===== src/design/hed_pkg.sv =====
// shared types, constants and the entity name table for the html entity decoder
`timescale 1ns / 1ps

package hed_pkg;

	localparam int NAME_LETTERS_MAX = 9;
	localparam int NAME_CNT_W = $clog2(NAME_LETTERS_MAX + 1);
	localparam int LETTER_IDX_W = $clog2(NAME_LETTERS_MAX);
	localparam int POS_W = $clog2(NAME_LETTERS_MAX + 2);
	localparam int ACC_W = 16;
	localparam int CMDQ_DEPTH = 2;
	localparam int CMDQ_PTR_W = $clog2(CMDQ_DEPTH);
	localparam int CMDQ_CNT_W = $clog2(CMDQ_DEPTH + 1);

	localparam logic [7:0] CH_AMP = 8'h26;
	localparam logic [7:0] CH_SEMI = 8'h3b;
	localparam logic [7:0] CH_HASH = 8'h23;
	localparam logic [7:0] CH_QMARK = 8'h3f;
	localparam logic [7:0] CH_LOWER_X = 8'h78;
	localparam logic [7:0] CASE_BIT = 8'h20;
	localparam logic [ACC_W-1:0] NUM_LO = ACC_W'(32);
	localparam logic [ACC_W-1:0] NUM_HI = ACC_W'(127);

	localparam int NAME_COUNT = 12;
	localparam int NAME_TXT_MAX = 6;

	typedef logic [8*NAME_TXT_MAX-1:0] name_txt_t;

	localparam name_txt_t NAME_TXT [NAME_COUNT] = '{
		"amp", "lt", "gt", "quot", "apos", "nbsp",
		"copy", "reg", "mdash", "ndash", "hellip", "trade"
	};
	localparam int NAME_LEN [NAME_COUNT] = '{3, 2, 2, 4, 4, 4, 4, 3, 5, 5, 6, 5};
	localparam logic [7:0] NAME_CHR [NAME_COUNT] = '{
		8'h26, 8'h3c, 8'h3e, 8'h22, 8'h27, 8'h20,
		8'h63, 8'h72, 8'h2d, 8'h2d, 8'h2e, 8'h74
	};

	typedef enum logic [2:0] {
		PM_IDLE = 3'd0,
		PM_NAME = 3'd1,
		PM_HASH = 3'd2,
		PM_DEC  = 3'd3,
		PM_HEX  = 3'd4
	} parse_mode_t;

	typedef logic [NAME_LETTERS_MAX-1:0][6:0] letters_t;

	typedef struct packed {
		logic [7:0] in_byte;
		logic       end_of_text;
	} in_word_t;

	typedef struct packed {
		logic [7:0] out_byte;
		logic       last_of_run;
		logic       text_done;
	} out_word_t;

	// one emit job: head byte, then rep_n stored letters, then an optional tail byte
	typedef struct packed {
		logic [7:0]            head;
		letters_t              letters;
		logic [NAME_CNT_W-1:0] rep_n;
		logic                  tail_v;
		logic [7:0]            tail;
		logic                  eot;
	} cmd_t;

	typedef struct packed {
		logic       hit;
		logic [7:0] ch;
	} lookup_t;

	function automatic lookup_t name_lookup(letters_t l, logic [NAME_CNT_W-1:0] n);
		lookup_t r;
		logic same;
		r.hit = 1'b0;
		r.ch = CH_AMP;
		for (int k = 0; k < NAME_COUNT; k++) begin
			same = (n == NAME_CNT_W'(NAME_LEN[k]));
			for (int i = 0; i < NAME_TXT_MAX; i++) begin
				if (i < NAME_LEN[k]) begin
					if ({1'b0, l[i]} != NAME_TXT[k][8*(NAME_LEN[k]-1-i) +: 8]) begin
						same = 1'b0;
					end
				end
			end
			if (same && !r.hit) begin
				r.hit = 1'b1;
				r.ch = NAME_CHR[k];
			end
		end
		return r;
	endfunction

endpackage


===== src/design/html_entity_decoder_top.sv =====
// top level of the streaming html entity decoder
`timescale 1ns / 1ps

// usage:
// text words enter on txt_valid/txt_ready/txt_word (in_byte, end_of_text) and
// decoded characters leave on chr_valid/chr_ready/chr_word (out_byte,
// last_of_run, text_done). both channels are valid/ready handshakes.
// the parser takes one word per cycle while its two-entry job queue has room;
// a word that only feeds a pending entity produces nothing.
// each job emits 1 + letters + tail bytes, one byte per cycle from the output
// register when chr_ready allows, so plain text and known entities sustain one
// word per cycle; an unknown entity of n letters replays as up to n + 2 bytes.
// an accepted word is queued as a job, then emitted from the output register.
// reset clears the parser to idle, empties the queue and drops the output.
// when the receiver stalls the output register holds, the queue fills and
// txt_ready falls two jobs later; nothing is lost.
// end_of_text flushes a pending entity; its final character has text_done set.

module html_entity_decoder_top
	import hed_pkg::*;
(
	input  logic      clk,
	input  logic      arst_n,
	input  logic      txt_valid,
	output logic      txt_ready,
	input  in_word_t  txt_word,
	output logic      chr_valid,
	input  logic      chr_ready,
	output out_word_t chr_word
);

	logic q_full;
	logic push;
	cmd_t push_cmd;
	logic pop;
	logic head_valid;
	cmd_t head_cmd;

	hed_front u_front (
		.clk       (clk),
		.arst_n    (arst_n),
		.txt_valid (txt_valid),
		.txt_ready (txt_ready),
		.txt_word  (txt_word),
		.q_full    (q_full),
		.push      (push),
		.cmd       (push_cmd)
	);

	hed_queue u_queue (
		.clk        (clk),
		.arst_n     (arst_n),
		.push       (push),
		.push_cmd   (push_cmd),
		.full       (q_full),
		.pop        (pop),
		.head_valid (head_valid),
		.head_cmd   (head_cmd)
	);

	hed_back u_back (
		.clk        (clk),
		.arst_n     (arst_n),
		.head_valid (head_valid),
		.head_cmd   (head_cmd),
		.pop        (pop),
		.chr_valid  (chr_valid),
		.chr_ready  (chr_ready),
		.chr_word   (chr_word)
	);

endmodule


===== src/design/hed_front.sv =====
// entity parser: accepts text words, tracks the reference state and issues emit jobs
`timescale 1ns / 1ps

module hed_front
	import hed_pkg::*;
(
	input  logic     clk,
	input  logic     arst_n,
	input  logic     txt_valid,
	output logic     txt_ready,
	input  in_word_t txt_word,
	input  logic     q_full,
	output logic     push,
	output cmd_t     cmd
);

	parse_mode_t mode_q, mode_d;
	logic [ACC_W-1:0] acc_q, acc_d;
	logic [NAME_CNT_W-1:0] cnt_q, cnt_d;
	letters_t letters_q, lt_d;

	logic [7:0] b;
	logic eot;
	logic accept;
	logic is_letter, is_digit, is_hex;
	logic store;
	logic [NAME_CNT_W-1:0] name_len;
	lookup_t lk;
	logic has;
	logic [3:0] hex_d;
	logic [ACC_W-1:0] acc_x10;

	function automatic logic [7:0] num_char(logic [ACC_W-1:0] v);
		return (v >= NUM_LO && v < NUM_HI) ? v[7:0] : CH_QMARK;
	endfunction

	assign b = txt_word.in_byte;
	assign eot = txt_word.end_of_text;
	assign txt_ready = !q_full;
	assign accept = txt_valid && txt_ready;

	assign is_letter = ((b | CASE_BIT) >= 8'h61) && ((b | CASE_BIT) <= 8'h7a);
	assign is_digit = (b >= 8'h30) && (b <= 8'h39);
	assign is_hex = is_digit || (((b | CASE_BIT) >= 8'h61) && ((b | CASE_BIT) <= 8'h66));
	assign hex_d = is_digit ? b[3:0] : (b[3:0] + 4'd9);
	assign acc_x10 = (acc_q << 3) + (acc_q << 1);

	assign store = (mode_q == PM_NAME) && !(cnt_q == '0 && b == CH_HASH) && is_letter
		&& (cnt_q < NAME_CNT_W'(NAME_LETTERS_MAX));
	assign name_len = store ? (cnt_q + 1'b1) : cnt_q;

	always_comb begin
		lt_d = letters_q;
		if (store) begin
			lt_d[cnt_q[LETTER_IDX_W-1:0]] = b[6:0];
		end
	end

	assign lk = name_lookup(lt_d, name_len);

	always_ff @(posedge clk or negedge arst_n) begin
		if (!arst_n) begin
			mode_q <= PM_IDLE;
			acc_q <= '0;
			cnt_q <= '0;
		end else if (accept) begin
			mode_q <= mode_d;
			acc_q <= acc_d;
			cnt_q <= cnt_d;
		end
	end

	always_ff @(posedge clk) begin
		if (accept) begin
			letters_q <= lt_d;
		end
	end

	always_comb begin
		mode_d = mode_q;
		acc_d = acc_q;
		cnt_d = cnt_q;
		has = 1'b0;
		cmd.head = b;
		cmd.letters = lt_d;
		cmd.rep_n = '0;
		cmd.tail_v = 1'b0;
		cmd.tail = b;
		cmd.eot = eot;
		unique case (mode_q) inside
			PM_NAME: begin
				if (cnt_q == '0 && b == CH_HASH) begin
					mode_d = PM_HASH;
					acc_d = '0;
				end else if (store) begin
					cnt_d = name_len;
				end else begin
					has = 1'b1;
					cmd.head = lk.ch;
					cmd.rep_n = lk.hit ? '0 : cnt_q;
					mode_d = PM_IDLE;
					cnt_d = '0;
					if (b == CH_SEMI) begin
						cmd.tail_v = !lk.hit;
						cmd.tail = CH_SEMI;
					end else if (b == CH_AMP) begin
						mode_d = PM_NAME;
					end else begin
						cmd.tail_v = 1'b1;
					end
				end
			end
			PM_HASH, PM_DEC, PM_HEX: begin
				if (mode_q == PM_HASH && (b | CASE_BIT) == CH_LOWER_X) begin
					mode_d = PM_HEX;
				end else if (mode_q != PM_HEX && is_digit) begin
					acc_d = acc_x10 + ACC_W'(b[3:0]);
					mode_d = PM_DEC;
				end else if (mode_q == PM_HEX && is_hex) begin
					acc_d = {acc_q[ACC_W-5:0], hex_d};
				end else begin
					has = 1'b1;
					cmd.head = num_char(acc_q);
					mode_d = PM_IDLE;
					acc_d = '0;
					if (b == CH_AMP) begin
						mode_d = PM_NAME;
						cnt_d = '0;
					end else if (b != CH_SEMI) begin
						cmd.tail_v = 1'b1;
					end
				end
			end
			default: begin
				mode_d = PM_IDLE;
				if (b == CH_AMP) begin
					mode_d = PM_NAME;
					cnt_d = '0;
				end else begin
					has = 1'b1;
				end
			end
		endcase

		// flush a pending reference at end of text
		if (eot) begin
			if (mode_d == PM_NAME) begin
				if (has) begin
					cmd.tail_v = 1'b1;
					cmd.tail = CH_AMP;
				end else begin
					cmd.head = lk.ch;
					cmd.rep_n = lk.hit ? '0 : name_len;
				end
				has = 1'b1;
			end else if (mode_d != PM_IDLE) begin
				has = 1'b1;
				cmd.head = num_char(acc_d);
			end
			mode_d = PM_IDLE;
			cnt_d = '0;
			acc_d = '0;
		end
	end

	assign push = accept && has;

`ifndef SYNTHESIS
	a_idle_clean: assert property (@(posedge clk) disable iff (!arst_n)
		mode_q == PM_IDLE |-> (cnt_q == '0 && acc_q == '0))
		else $error("front idle with stale name count or number");
	a_cnt_range: assert property (@(posedge clk) disable iff (!arst_n)
		cnt_q <= NAME_CNT_W'(NAME_LETTERS_MAX))
		else $error("name count beyond letter store");
`endif

endmodule


===== src/design/hed_queue.sv =====
// short job queue between the parser and the emitter
`timescale 1ns / 1ps

module hed_queue
	import hed_pkg::*;
(
	input  logic clk,
	input  logic arst_n,
	input  logic push,
	input  cmd_t push_cmd,
	output logic full,
	input  logic pop,
	output logic head_valid,
	output cmd_t head_cmd
);

	cmd_t mem_q [CMDQ_DEPTH];
	logic [CMDQ_PTR_W-1:0] wr_ptr_q, rd_ptr_q;
	logic [CMDQ_CNT_W-1:0] cnt_q;

	function automatic logic [CMDQ_PTR_W-1:0] ptr_next(logic [CMDQ_PTR_W-1:0] p);
		return (p == CMDQ_PTR_W'(CMDQ_DEPTH - 1)) ? '0 : p + 1'b1;
	endfunction

	assign full = (cnt_q == CMDQ_CNT_W'(CMDQ_DEPTH));
	assign head_valid = (cnt_q != '0);
	assign head_cmd = mem_q[rd_ptr_q];

	always_ff @(posedge clk or negedge arst_n) begin
		if (!arst_n) begin
			wr_ptr_q <= '0;
			rd_ptr_q <= '0;
			cnt_q <= '0;
		end else begin
			if (push) begin
				wr_ptr_q <= ptr_next(wr_ptr_q);
			end
			if (pop) begin
				rd_ptr_q <= ptr_next(rd_ptr_q);
			end
			if (push && !pop) begin
				cnt_q <= cnt_q + 1'b1;
			end else if (pop && !push) begin
				cnt_q <= cnt_q - 1'b1;
			end
		end
	end

	always_ff @(posedge clk) begin
		if (push) begin
			mem_q[wr_ptr_q] <= push_cmd;
		end
	end

`ifndef SYNTHESIS
	a_no_overflow: assert property (@(posedge clk) disable iff (!arst_n)
		!(push && full))
		else $error("job queue overflow");
	a_no_underflow: assert property (@(posedge clk) disable iff (!arst_n)
		!(pop && !head_valid))
		else $error("job queue underflow");
`endif

endmodule


===== src/design/hed_back.sv =====
// emitter: walks each job byte by byte into the output register
`timescale 1ns / 1ps

module hed_back
	import hed_pkg::*;
(
	input  logic      clk,
	input  logic      arst_n,
	input  logic      head_valid,
	input  cmd_t      head_cmd,
	output logic      pop,
	output logic      chr_valid,
	input  logic      chr_ready,
	output out_word_t chr_word
);

	logic [POS_W-1:0] pos_q;
	logic [POS_W-1:0] last_pos;
	logic [POS_W-1:0] pos_m1;
	logic [LETTER_IDX_W-1:0] li;
	logic [7:0] sel_byte;
	logic is_last;
	logic load;
	logic out_valid_q;
	out_word_t out_q;

	assign last_pos = POS_W'(head_cmd.rep_n) + POS_W'(head_cmd.tail_v);
	assign is_last = (pos_q == last_pos);
	assign pos_m1 = pos_q - 1'b1;
	assign li = pos_m1[LETTER_IDX_W-1:0];

	always_comb begin
		if (pos_q == '0) begin
			sel_byte = head_cmd.head;
		end else if (pos_q <= POS_W'(head_cmd.rep_n)) begin
			sel_byte = {1'b0, head_cmd.letters[li]};
		end else begin
			sel_byte = head_cmd.tail;
		end
	end

	assign load = head_valid && (!out_valid_q || chr_ready);
	assign pop = load && is_last;

	always_ff @(posedge clk or negedge arst_n) begin
		if (!arst_n) begin
			pos_q <= '0;
			out_valid_q <= 1'b0;
		end else begin
			if (load) begin
				pos_q <= is_last ? '0 : pos_q + 1'b1;
				out_valid_q <= 1'b1;
			end else if (chr_ready) begin
				out_valid_q <= 1'b0;
			end
		end
	end

	always_ff @(posedge clk) begin
		if (load) begin
			out_q.out_byte <= sel_byte;
			out_q.last_of_run <= is_last;
			out_q.text_done <= is_last && head_cmd.eot;
		end
	end

	assign chr_valid = out_valid_q;
	assign chr_word = out_q;

`ifndef SYNTHESIS
	a_pos_in_job: assert property (@(posedge clk) disable iff (!arst_n)
		head_valid |-> pos_q <= last_pos)
		else $error("emit position past end of job");
	a_done_is_last: assert property (@(posedge clk) disable iff (!arst_n)
		chr_valid && chr_word.text_done |-> chr_word.last_of_run)
		else $error("text done on a word that does not end its run");
`endif

endmodule


===== config.mk =====
export PLATFORM = sky130hd
export DESIGN_NAME = html_entity_decoder_top
export DESIGN_NICKNAME = d
export VERILOG_FILES = /design/src/design/hed_pkg.sv /design/src/design/html_entity_decoder_top.sv /design/src/design/hed_front.sv /design/src/design/hed_queue.sv /design/src/design/hed_back.sv
export SDC_FILE = /design/constraint.sdc
export NUM_CORES = 1
export LEC_CHECK = 0
export BUFFER_PORTS_ARGS = -buffer_cell sky130_fd_sc_hd__buf_2
export CAP_MARGIN = 20
export CORE_ASPECT_RATIO = 1.4
export CORE_MARGIN = 5
export CORE_UTILIZATION = 45
export CTS_CLUSTER_SIZE = 14
export DETAILED_ROUTE_END_ITERATION = 8
export PLACE_DENSITY = 0.68
export SLEW_MARGIN = 20
export SYNTH_ARGS = -nofsm -noshare
export SYNTH_HDL_FRONTEND = slang
export SYNTH_SLANG_ARGS = --single-unit
export TNS_END_PERCENT = 10

===== constraint.sdc =====
create_clock -name clk -period 17.02 [get_ports clk]
set_input_delay 0.851 -clock clk [delete_from_list [all_inputs] [get_ports clk]]
set_output_delay 0.851 -clock clk [all_outputs]
set_load 0.01 [all_outputs]

# ---- After elaboration in Yosys (flattened, before gate mapping)
# Memories as Yosys holds them, arrays and structs flattened.
# Cells that the tools add are included.
dict set report op_classes {
  addsub 11
  order_cmp 14
  eq_ne 57
  muxes 141
  n_reduce_logical 58
}
# cell n
set ops {}
lappend ops {{inequality test 7 bit (second input constant)} 35}
lappend ops {{2-to-1 mux 8 bit} 15}
lappend ops {{2-to-1 mux 9 bit} 13}
lappend ops {{2-to-1 mux 16 bit} 5}
lappend ops {{2-to-1 mux 1 bit} 69}
lappend ops {{bitwise mux 63 bit} 1}
lappend ops {{2-to-1 mux 63 bit} 1}
lappend ops {{2-to-1 mux 4 bit} 14}
lappend ops {{2-to-1 mux 13 bit} 4}
lappend ops {{>= comparator 16 x 6 -> 1 bit (second input constant)} 2}
lappend ops {{< comparator 16 x 7 -> 1 bit (second input constant)} 2}
lappend ops {{case mux 16 bit (2 select lines)} 1}
lappend ops {{logical AND 1 bit} 31}
lappend ops {{binary-select mux 7 bit (select 4 bit)} 1}
lappend ops {{demux 7 bit (select 4 bit)} 1}
lappend ops {{== test 8 x 6 -> 1 bit (second input constant)} 3}
lappend ops {{2-to-1 mux 3 bit} 7}
lappend ops {{logical NOT 1 bit} 17}
lappend ops {{adder 16 bit} 1}
lappend ops {{adder 16 x 4 -> 16 bit} 1}
lappend ops {{less-or-equal comparator 8 x 7 -> 1 bit (second input constant)} 2}
lappend ops {{case mux 8 bit (2 select lines)} 1}
lappend ops {{inequality test 3 bit (second input constant)} 5}
lappend ops {{2-to-1 mux 7 bit} 2}
lappend ops {{other kinds (33)} 47}
dict set report totals {
  reg_bits 105
  ramBits 170
  output_inout_bits 12
  wordCells 302
  n_memories 1
}
# name depth width rd rd_clocked_by_memory_dff wr line_no
set memory_table {}
lappend memory_table {u_queue.mem_q 2 85 1 0 1 hed_queue.sv:17} ;# cmd_t mem_q [CMDQ_DEPTH];

# ---- Logic depth before layout (Yosys ltp)
# Gate-level depths: netlist (run 1).
dict set report logic_depth {
  word_depth 53
  mapped_depth 18
}

# ---- By module
# A second synthesis (run 1) with hierarchy kept.
dict set report unflattened {
  cells_unflattened 1309
  area_unflattened_um2 15726.3
}
# module n_inst cells_per_inst area_each_um2 seq_area_each_um2
set modules_own_cells {}
lappend modules_own_cells {hed_front 1 899 7791.2 2467.4}
lappend modules_own_cells {hed_queue 1 281 6527.5 5205.0}
lappend modules_own_cells {hed_back 1 129 1407.6 425.4}

# ---- Worst setup path before layout (run 1)
# OpenSTA, ideal clock, no wires.
dict set report synth_timing {
  kind {input to register}
  startpoint {input port txt_word[1] in the netlist's numbering}
  endpoint {memory u_queue.mem_q[0][0] in the netlist's numbering (enable)}
  setup_time_ns 0.539
  arrival_time_ns 6.972
  slack_ns 9.509
  stages 11
  n_path_buf 2
  path_cell_list {clkbuf_1 > clkbuf_1 > inv_1 > ha_1 > or3b_4 > o32ai_4 > nor2_1 > nor2_1 > nor2_1 > a31oi_1 > nor2b_1}
}
dict set report synth_between {
  elab_chain_cells 16
}
# element line_no
set synth_lines {}
lappend synth_lines {{start: declaration} html_entity_decoder_top.sv:26} ;# input in_word_t txt_word,
lappend synth_lines {{branches (longest 12 deep; another with >= comparator 8 x 6 -> 1 bit)} n/a}
lappend synth_lines {{2-to-1 mux 1 bit (*)} hed_front.sv:146} ;# if (eot) begin
lappend synth_lines {{logical AND 1 bit (*)} hed_front.sv:166} ;# assign push = accept && has;
lappend synth_lines {{named net push} html_entity_decoder_top.sv:33} ;# logic push;
lappend synth_lines {{2-to-1 mux 1 bit (*)} hed_queue.sv:50} ;# if (push) begin
lappend synth_lines {{2-to-1 mux 1 bit (implied by the code) (*)} hed_queue.sv:51} ;# mem_q[wr_ptr_q] <= push_cmd;
lappend synth_lines {{end: declaration} hed_queue.sv:17}
# Mark *: on every way through the listed nets, which the timed path passes.

# ---- Worst setup path after layout (run 1)
dict set report layout_timing {
  startpoint {input port txt_word[1] in the netlist's numbering}
  endpoint {memory u_queue.mem_q[0][33] in the netlist's numbering (enable)}
}
# The elaborated chain is that of the path after synthesis.

==> impl_metrics.tcl, run 1 <==
set metrics [dict create \
    maxSlewViolCount 0 \
    grt_use_met1 0.2631 \
    power_density_mw_per_mm2 128.8 \
    fmax_ghz 0.1933 \
    clock_path_buffers 3 \
    fin_nets 1219 \
    grt_start_max_net_pins 71 \
    avgSynthCellArea_um2 12.64 \
    rsz0062_at_grt "no" \
    hpwl_um 25970 \
    hold_buffers 0 \
    syn_to_final_growth_pct 8.162 \
    dp.cells 1530 \
    path_class "in -> reg" \
    setup_ws_ns 11.85 \
    post_cts_buffers 0 \
    ys_warn_count 0 \
    grt_pass1_vias 9986 \
    die_width_um 162.2 \
    dr.pass1.iters 8 \
    clk_pin_slew_ns 0.06 \
    fin_cells 1571 \
    min_period_ns 5.173 \
    cp.arrival_ns 5.32 \
    drive_above_1_share 0.1563 \
    routed_wl_um 36950 \
    antenna_found_initial 0 \
    initial_utilization 0.4531 \
    final_area_mm2 0.01579 \
    multi_input_area_mm2 0.006116 \
    cts_tree "built" \
    synthCells 1155 \
    holdWs_ns 0.3977 \
    grt_overflow_total 0 \
    leakagePower_nw 5.207 \
    viasPerCell 6.278 \
    cts.sinks 275 \
    vias 9863 \
    detail-route-antenna-nets 0 \
    drc 0 \
    ctsResizeCount 0 \
    critPathMaxFanout 70 \
    clock_latency_ns 0.53 \
    yosysUniqueCellTypes 97 \
    cap_violations 0 \
    ir_drop_v 0.00007834 \
    period_share 0.3039 \
    drtIter0Drc 819 \
    hp-class "in -> async" \
    synth_ff_type "edfxtp_1" \
    end_kind "flop" \
    ys_seq_elements 275 \
    cts_max_level 1 \
    chipHeight_um 223.1 \
    numCtsBuffers 25 \
    worst_pin_slew_ns 1.053 \
    detail_route.wl_per_cell_um 23.52 \
    grt_pass1_wl_um 57450 \
    tns_ns 0 \
    top_usage_layer "met2" \
    io-pin-count 25 \
    syn_nets 1216 \
    synth.top_cell.area_share 0.5000 \
    final_hold_viol_count 0 \
    fin_skew_ns 0.01545 \
    dpl_cell_area_mm2 0.01503 \
    critPathLaunchType "primary input" \
    dpl_worst_slack_ns 11.32 \
    ys_seq_area_frac 0.5549 \
    syn_area_mm2 0.01459 \
    rows 78 \
    clockRootBuffer "clkbuf_16" \
    setup_viol 0 \
    async_flop_share 0.1164 \
    status "complete, no violations" \
    fp.dieArea_mm2 0.03618 \
    coreArea_mm2 0.03221 \
    port_buffers 24 \
    synth_edf_count 243 \
    place.gp.congestion 0.9503 \
    grt_util_met2 0.3474 \
    filler_cell_count 2818 \
    synth.area.top_cells "edfxtp_1, dfrtp_1, mux4_2, ha_1, mux2_2" \
    grtUsageTotal 0.2035 \
    critPathRequiredTime_ns 17.17 \
    relSlewSlack 0.2948 \
    seq_area_mm2 0.008102 \
    gr-usage-met3 0.01922 \
    n_antenna_cell 0 \
    yosysTopAreaCell "edfxtp_1" \
]
final timing paths:
| kind | from | end | slack [ns] | depth (start not counted) |
|---|---|---|---|---|
| max in group asynchronous | arst_n | u_queue.rd_ptr_q$_DFFE_PN0P_ | 16.07 | 1 |
| min reg2reg | u_back.chr_valid$_DFFE_PN0P_ | u_back.chr_valid$_DFFE_PN0P_ | 0.51 | 2 |
| min | arst_n | u_back.pos_q[2]$_DFFE_PN0P_ | 0.40 | 1 |
| max | txt_word[1] | u_queue.mem_q[0][33]$_DFFE_PP_ | 11.85 | 12 |
| min in group clk | u_back.chr_valid$_DFFE_PN0P_ | u_back.chr_valid$_DFFE_PN0P_ | 0.51 | 2 |
| max reg2reg | u_front.cnt_q[1]$_DFFE_PN0P_ | u_queue.mem_q[0][33]$_DFFE_PP_ | 12.40 | 10 |
cells in the final DEF (no fill, tap or decap), drive strengths merged, types with 13 or more instances in the layout:
cell    synthesis  layout
nand3          34      34
xor2           13      13
mux4           35      35
nor3           25      25
mux2           39      39
a21oi          50      50
nand2b         18      18
nor4           17      17
ha             46      46
o21ai          52      52
buf            19      34
edfxtp        243     243
nand2         109     109
mux2i          40      40
inv            35      36
nand4          21      21
clkbuf         39      34
nor2           64      64
dfrtp          32      32
nor2b          22      22
per-layer routing:
metal  vias to the layer above  part of all wire  wire, um
met1                      4919              0.40     14720
met4                         0             0.047      1752
li1                       4487                 -         -
met3                       110             0.050      1851
met5                         -                 0         0
met2                       347              0.50     18630
Yosys cell counts, drive strengths merged, types with 22 or more instances:
| library cell | instances |
|---|---|
| edfxtp | 243 |
| nand2 | 109 |
| nor2 | 64 |
| o21ai | 52 |
| a21oi | 50 |
| ha | 46 |
| mux2i | 40 |
| clkbuf | 39 |
| mux2 | 39 |
| inv | 35 |
| mux4 | 35 |
| nand3 | 34 |
| dfrtp | 32 |
| nor3 | 25 |
| nor2b | 22 |
sequential cells by signal, summed over array words and instances (netlist names), 2 cells and up:
name and count:
u_front.acc_q 16, u_back.pos_q 4, u_queue.mem_q 170, u_front.mode_q 3, u_front.cnt_q 4, u_back.chr_word 10
u_front.letters_q 63, u_queue.cnt_q 2
layout make-up:
| cell class | instances | share of cell area |
|---|---|---|
| multi-input combinational | 787 | 0.3874 |
| clock buffer | 34 | 0.04241 |
| timing repair buffer | 34 | 0.01221 |
| tap | 400 | 0.03171 |
| clock inverter | 6 | 0.004677 |
| inverter | 35 | 0.008323 |
| sequential | 275 | 0.5132 |
cells by family (layout without fill, tap and decap cells):
logic type,count (synthesis),after routing,share of synthesized area
and+or+nand+nor,380,380,0.1421
xor gates and xnor gates,22,22,0.01320
adders and majority gates,48,48,0.04218
DFF,275,275,0.5549
AOI/OAI and AO/OA,223,223,0.1068
buffers and inverters,93,109,0.02846
muxes,114,114,0.1124
where the power goes:
part	internal, mW	switching (mW)
clock network	0.291	0.236
logic	0.206	0.383
registers	0.872	0.0444
critical path, stage by stage:
cell and delay, ns:
buf_2 0.46, inv_1 0.31, ha_1 0.29, or3b_4 0.26
o211ai_1 0.13, a21oi_1 0.73, a21o_1 0.16, or2_2 0.13
o31ai_1 0.11, a31oi_1 0.42, nor2b_4 0.55, buf_4 0.80
metrics by stage:
stage / total power [mW] / util
detailed placement: 1.528 / 0.4667
floorplan: 1.339 / -
global route: 2.136 / 0.4901
global placement: 1.517 / 0.4665
CTS: 2.055 / 0.4897
finish: 2.033 / 0.4901
Power figures use the tool's default switching activity.
==> run 2, diff against run 1 <==
==> constraint.sdc (replaced) <==
create_clock -name clk -period 4.95 [get_ports clk]
set_input_delay 0.2475 -clock clk [delete_from_list [all_inputs] [get_ports clk]]
set_output_delay 0.2475 -clock clk [all_outputs]
set_load 0.01 [all_outputs]
==> run 2 against run 1 <==
Compared with the run above: final cell count is 1.6% higher; cell area is 1.3% higher; sequential share of layout area is 0.68 points lower; clock power grew to 3.4 times the previous value; combinational power grew to 3.5 times the previous value; critical path type is now reg -> reg; highest routed layer unchanged.
==> impl_metrics.tcl, run 2 (synthesized netlist as in run 1, its figures left out) <==
set metrics [dict create \
    status "complete, no violations" \
    leakagePower_nw 5.326 \
    drtIter0Drc 792 \
    layout_common_cells "edfxtp_1, nand2_1, nor2_1" \
    grt_start_max_net_pins 45 \
    min_period_ns 4.254 \
    fp.dieArea_mm2 0.03618 \
    cts.sinks 275 \
    cts_tree "built" \
    critPathMaxFanout 7 \
    hp-start "txt_word[7]" \
    post_cts_buffers 0 \
    routed_wl_um 37070 \
    final_common_cell "edfxtp_1" \
    n_antenna_cell 0 \
    power_density_mw_per_mm2 438.6 \
    largest_registers "u_queue.mem_q (170), u_front.letters_q (63), u_front.acc_q (16)" \
    drive_above_1_share 0.1664 \
    holdWs_ns 0.09351 \
    seq_area_mm2 0.008102 \
    grt_pass1_vias 9927 \
    power_mw 7.016 \
    maxSlewViolCount 0 \
    clock_latency_ns 0.52 \
    final_hold_viol_count 0 \
    chipHeight_um 223.1 \
    critPathRequiredTime_ns 5.19 \
    largest_reg_flops 170 \
    min_to "u_queue.mem_q[1][7]$_DFFE_PP_" \
    antenna_found_initial 0 \
    grt_pass1_wl_um 57980 \
    viasPerCell 6.182 \
    rr_worst_depth 14 \
    grt_overflow_total 0 \
    drc 0 \
    multi_input_area_mm2 0.006103 \
    hpwl_um 26700 \
    clk_pin_slew_ns 0.06 \
    startpoint "u_front.cnt_q[0]$_DFFE_PN0P_" \
    detail-route-antenna-nets 0 \
    fmax_ghz 0.2351 \
    filler_cell_count 2753 \
    cp.arrival_ns 4.49 \
    die_width_um 162.2 \
    relSlewSlack 0.3180 \
    critPathLaunchType "flop" \
    worst_pin_slew_ns 1.019 \
    period_share 0.8593 \
    coreArea_mm2 0.03221 \
    path_class "reg -> reg" \
    io-pin-count 25 \
    final_core_util 0.4967 \
    rsz0062_at_grt "no" \
    initial_utilization 0.4531 \
    port_buffers 24 \
    hp-class "in -> reg" \
    clockRootBuffer "clkbuf_16" \
    place.gp.congestion 0.9440 \
    numCtsBuffers 25 \
    fin_nets 1242 \
    regMostFlops "u_queue.mem_q" \
    setup_viol 0 \
    cap_violations 0 \
    dr.pass1.iters 5 \
    grtUsageTotal 0.2049 \
    cts_max_level 1 \
    clock_path_buffers 3 \
    r2r-end "u_queue.mem_q[1][78]$_DFFE_PP_" \
    end_kind "flop" \
    fin_skew_ns 0.01493 \
    min_path_cells 1 \
    reg2reg_slack_ns 0.70 \
    vias 9867 \
    detail_route.wl_per_cell_um 23.22 \
    syn_to_final_growth_pct 9.611 \
    rows 78 \
    r2r-start "u_front.cnt_q[0]$_DFFE_PN0P_" \
    ir_drop_v 0.0002281 \
]
## run 2: changes by cell type in the layout (fill, tap and decap cells not counted), moves of 2 or more
cell	previous run	this run
clkbuf_1	8	10
clkinv_1	0	2
a211oi_2	2	0
buf_4	9	26
dlygate4sd3_1	0	2
buf_12	0	5
## run 2: where the power goes
| group | total (mW) | switching (mW) | internal (mW) |
|---|---|---|---|
| Combinational | 2.08 | 1.30 | 0.771 |
| Clock | 1.77 | 0.790 | 0.983 |
| Sequential | 3.17 | 0.179 | 2.99 |
## run 2: worst max path at each step
| stage | to | slack (ns) | cells past startpoint |
|---|---|---|---|
| 6_report | u_queue.mem_q[1][78]$_DFFE_PP_ | 0.70 | 14 |
| 3_3_place_gp | u_queue.mem_q[0][60]$_DFFE_PP_ | 0.64 | 11 |
| 2_1_floorplan | u_queue.mem_q[1][0]$_DFFE_PP_ | -0.10 | 11 |
| 4_1_cts | u_queue.mem_q[0][61]$_DFFE_PP_ | 0.76 | 10 |
| 5_1_grt | u_queue.mem_q[0][77]$_DFFE_PP_ | 0.47 | 14 |
| 3_5_place_dp | u_queue.mem_q[0][67]$_DFFE_PP_ | 0.55 | 11 |
## run 2: per-stage QoR
step	setup slack, ns	std cells	setup TNS [ns]	instance area (um^2)
3_3_place_gp	0.6449	1552	0	15240
4_1_cts	0.7585	1596	0	15990
6_report	0.6963	1596	0	16000
2_1_floorplan	-0.1023	1155	-8.697	14600
5_1_grt	0.4689	1596	0	16000
3_5_place_dp	0.5488	1552	0	15240
## run 2: final cells by class
class | count | area share
clock buffer | 35 | 0.04145
clock inverter | 7 | 0.003833
timing repair buffer | 57 | 0.02722
inverter | 35 | 0.008213
multi-input combinational | 787 | 0.3815
tap | 400 | 0.03129
sequential | 275 | 0.5065
## run 2: worst max-delay path, cell delays in order, from the launching register on
cell	delay, ns
dfrtp_1	0.42
inv_1	0.20
ha_1	0.27
nor3b_1	0.36
and4_4	0.36
nor2_1	0.11
nand2_1	0.21
inv_1	0.16
ha_1	0.36
or3_1	0.41
nor4_1	0.34
nand4_1	0.21
and2_4	0.23
nand3_1	0.14
o2111ai_1	0.17
## run 2: routing by layer
layer | global-route usage | part of all wire | vias to the layer above
met3 | 0.01904 | 0.040 | 76
li1 | - | - | 4532
met2 | 0.3569 | 0.51 | 318
met4 | 0.08845 | 0.040 | 0
met5 | 0 | 0 | -
met1 | 0.2610 | 0.41 | 4941
## run 2: repair_timing
item / 4_1_cts / 5_1_grt
gates resized for setup: 0 / 0
endpoints found under the setup margin: 0 / 0
hold buffers: 2 / 0
endpoints found under the hold margin: 33 / 0
==> run 3, diff against run 2 <==
--- a/config.mk
+++ b/config.mk
@@ -12,9 +12,8 @@
 export CORE_UTILIZATION = 45
 export CTS_CLUSTER_SIZE = 14
 export DETAILED_ROUTE_END_ITERATION = 8
-export PLACE_DENSITY = 0.68
 export SLEW_MARGIN = 20
 export SYNTH_ARGS = -nofsm -noshare
 export SYNTH_HDL_FRONTEND = slang
 export SYNTH_SLANG_ARGS = --single-unit
-export TNS_END_PERCENT = 10
+export TNS_END_PERCENT = 1
==> run 3 against run 2 <==
Compared with the run above: non-clock buffer count rose by 5; setup slack got worse by 0.023 ns; utilization rose by 0.32 points; via count fell by 0.13%; critical endpoint is now u_queue.mem_q[0][78]$_DFFE_PP_; clock power rose by 8%; clock-buffer cell count rose by 2; largest power group unchanged; fmax fell by 0.54%; flip-flop and latch count did not move; register-to-register slack got worse by 0.02 ns; first-iteration DRC count fell by 2.3%.
==> impl_metrics.tcl, run 3 (synthesized netlist as in run 1, its figures left out) <==
set metrics [dict create \
    status "complete, no violations" \
    drive_above_1_share 0.1754 \
    regMostFlops "u_queue.mem_q" \
    viasPerCell 6.147 \
    fin_nets 1248 \
    rows 78 \
    path_class "reg -> reg" \
    largest_registers "u_queue.mem_q (170), u_front.letters_q (63), u_front.acc_q (16)" \
    critPathRequiredTime_ns 5.21 \
    fmax_ghz 0.2338 \
    critPathMaxStageDelay_ns 0.43 \
    drtIter0Drc 774 \
    largest_reg_flops 170 \
    r2r-end "u_queue.mem_q[0][78]$_DFFE_PP_" \
    cts_max_level 1 \
    power_mw 7.174 \
    clk_pin_slew_ns 0.07 \
    min_path_cells 1 \
    grt_overflow_total 0 \
    cp.arrival_ns 4.54 \
    critPathLaunchType "flop" \
    final_common_cell "edfxtp_1" \
    routed_wl_um 37940 \
    cap_violations 0 \
    layout_common_cells "edfxtp_1, nand2_1, nor2_1" \
    top_usage_layer "met2" \
    grt_use_met1 0.2856 \
    dpl_worst_slack_ns 0.6707 \
    io-pin-count 25 \
    grt_start_max_net_pins 44 \
    crit_family "simple AND/OR/NAND/NOR gates" \
    crit_buf_inv 2 \
    detail-route-antenna-nets 0 \
    final_hold_viol_count 0 \
    clock_latency_ns 0.55 \
    fp.dieArea_mm2 0.03618 \
    leakagePower_nw 5.379 \
    detail_route.wl_per_cell_um 23.67 \
    clockRootBuffer "clkbuf_16" \
    port_buffers 24 \
    reg2reg_slack_ns 0.67 \
    seq_area_mm2 0.008102 \
    grt_pass1_vias 9781 \
    die_width_um 162.2 \
    final_area_mm2 0.01610 \
    rr_worst_depth 14 \
    initial_utilization 0.4531 \
    cp_slowest_cell "dfrtp_1" \
    setup_viol 0 \
    cp.depth 14 \
    cts_tree "built" \
    grt_util_met2 0.3498 \
    worst_pin_slew_ns 1.024 \
    gr-usage-met3 0.02199 \
    coreArea_mm2 0.03221 \
    chipHeight_um 223.1 \
    critPathMaxFanout 7 \
    grtUsageTotal 0.2100 \
    final_core_util 0.4999 \
    dpl_cell_area_mm2 0.01527 \
    rsz0062_at_grt "no" \
    hp-start "txt_word[7]" \
    grt_pass1_wl_um 59040 \
    vias 9854 \
    min_to "u_queue.mem_q[1][7]$_DFFE_PP_" \
    min_period_ns 4.277 \
    startpoint "u_front.cnt_q[0]$_DFFE_PN0P_" \
    place.gp.congestion 0.9946 \
    ir_drop_v 0.0002139 \
    cts.sinks 275 \
    n_antenna_cell 0 \
    maxSlewViolCount 0 \
    hpwl_um 27100 \
    power_density_mw_per_mm2 445.6 \
    multi_input_area_mm2 0.006096 \
    setup_ws_ns 0.6734 \
    period_share 0.8640 \
    fin_skew_ns 0.01522 \
    end_kind "flop" \
    antenna_found_initial 0 \
    numCtsBuffers 26 \
    dr.pass1.iters 7 \
    relSlewSlack 0.3144 \
    crit_chain "inv_1 -> ha_1 -> nor3b_1 -> and4_4 -> nor2_1 -> nand2_1 -> inv_1 -> ha_1 -> or3_1 -> nor4_1 -> nand4_1 -> and2_4 -> nand3_1 -> o2111ai_1" \
    r2r-start "u_front.cnt_q[0]$_DFFE_PN0P_" \
    clock_path_buffers 3 \
    filler_cell_count 2836 \
    drc 0 \
    syn_to_final_growth_pct 10.32 \
    ctsResizeCount 0 \
    hp-class "in -> reg" \
]
[run 3: cell count changes in the layout (fill, tap and decap cells not counted), sizes merged]
cell      delta
bufinv       -1
clkbuf       +2
buf          +5
inv          +1
clkinvlp     +2
clkinv       -2
[run 3: what timing repair did]
item                                   4_1_cts  5_1_grt
hold buffers                                 2        0
endpoints found under the hold margin       33        0
buffers inserted                             0        0
[run 3: worst max path at each step]
stage	slack [ns]	end
floorplan	-0.10	u_queue.mem_q[1][0]$_DFFE_PP_
global placement	0.73	u_queue.mem_q[0][64]$_DFFE_PP_
detailed placement	0.67	u_queue.mem_q[0][77]$_DFFE_PP_
CTS	0.77	u_queue.mem_q[0][77]$_DFFE_PP_
global route	0.40	u_queue.mem_q[0][77]$_DFFE_PP_
finish	0.67	u_queue.mem_q[0][78]$_DFFE_PP_
[run 3: where the power goes]
part           internal (mW)  switching [mW]
sequential              2.99           0.177
clock                   1.06           0.858
combinational          0.783            1.31
total                   4.83            2.34
[run 3: area by class of cell]
type,count,share of cell area
Timing Repair Buffer,62,0.02860
Clock inverter,7,0.003575
Sequential cell,275,0.5032
Clock buffer,37,0.04678
Inverter,35,0.008160
Multi-Input combinational cell,787,0.3786
Tap cell,400,0.03108
[run 3: metal layers]
layer / share of wire / wire, um
met1: 0.42 / 16100
met2: 0.49 / 18580
met3: 0.046 / 1761
met4: 0.040 / 1504
met5: 0 / 0
[run 3: through the flow]
| stage | setup TNS [ns] | std cells | hold WS (ns) |
|---|---|---|---|
| CTS | 0 | 1603 | 0.05611 |
| finish | 0 | 1603 | 0.07958 |
| global placement | 0 | 1557 | 0.3492 |
| floorplan | -8.697 | 1155 | -0.04809 |
| global route | 0 | 1603 | 0.06303 |
| detailed placement | 0 | 1557 | 0.3606 |
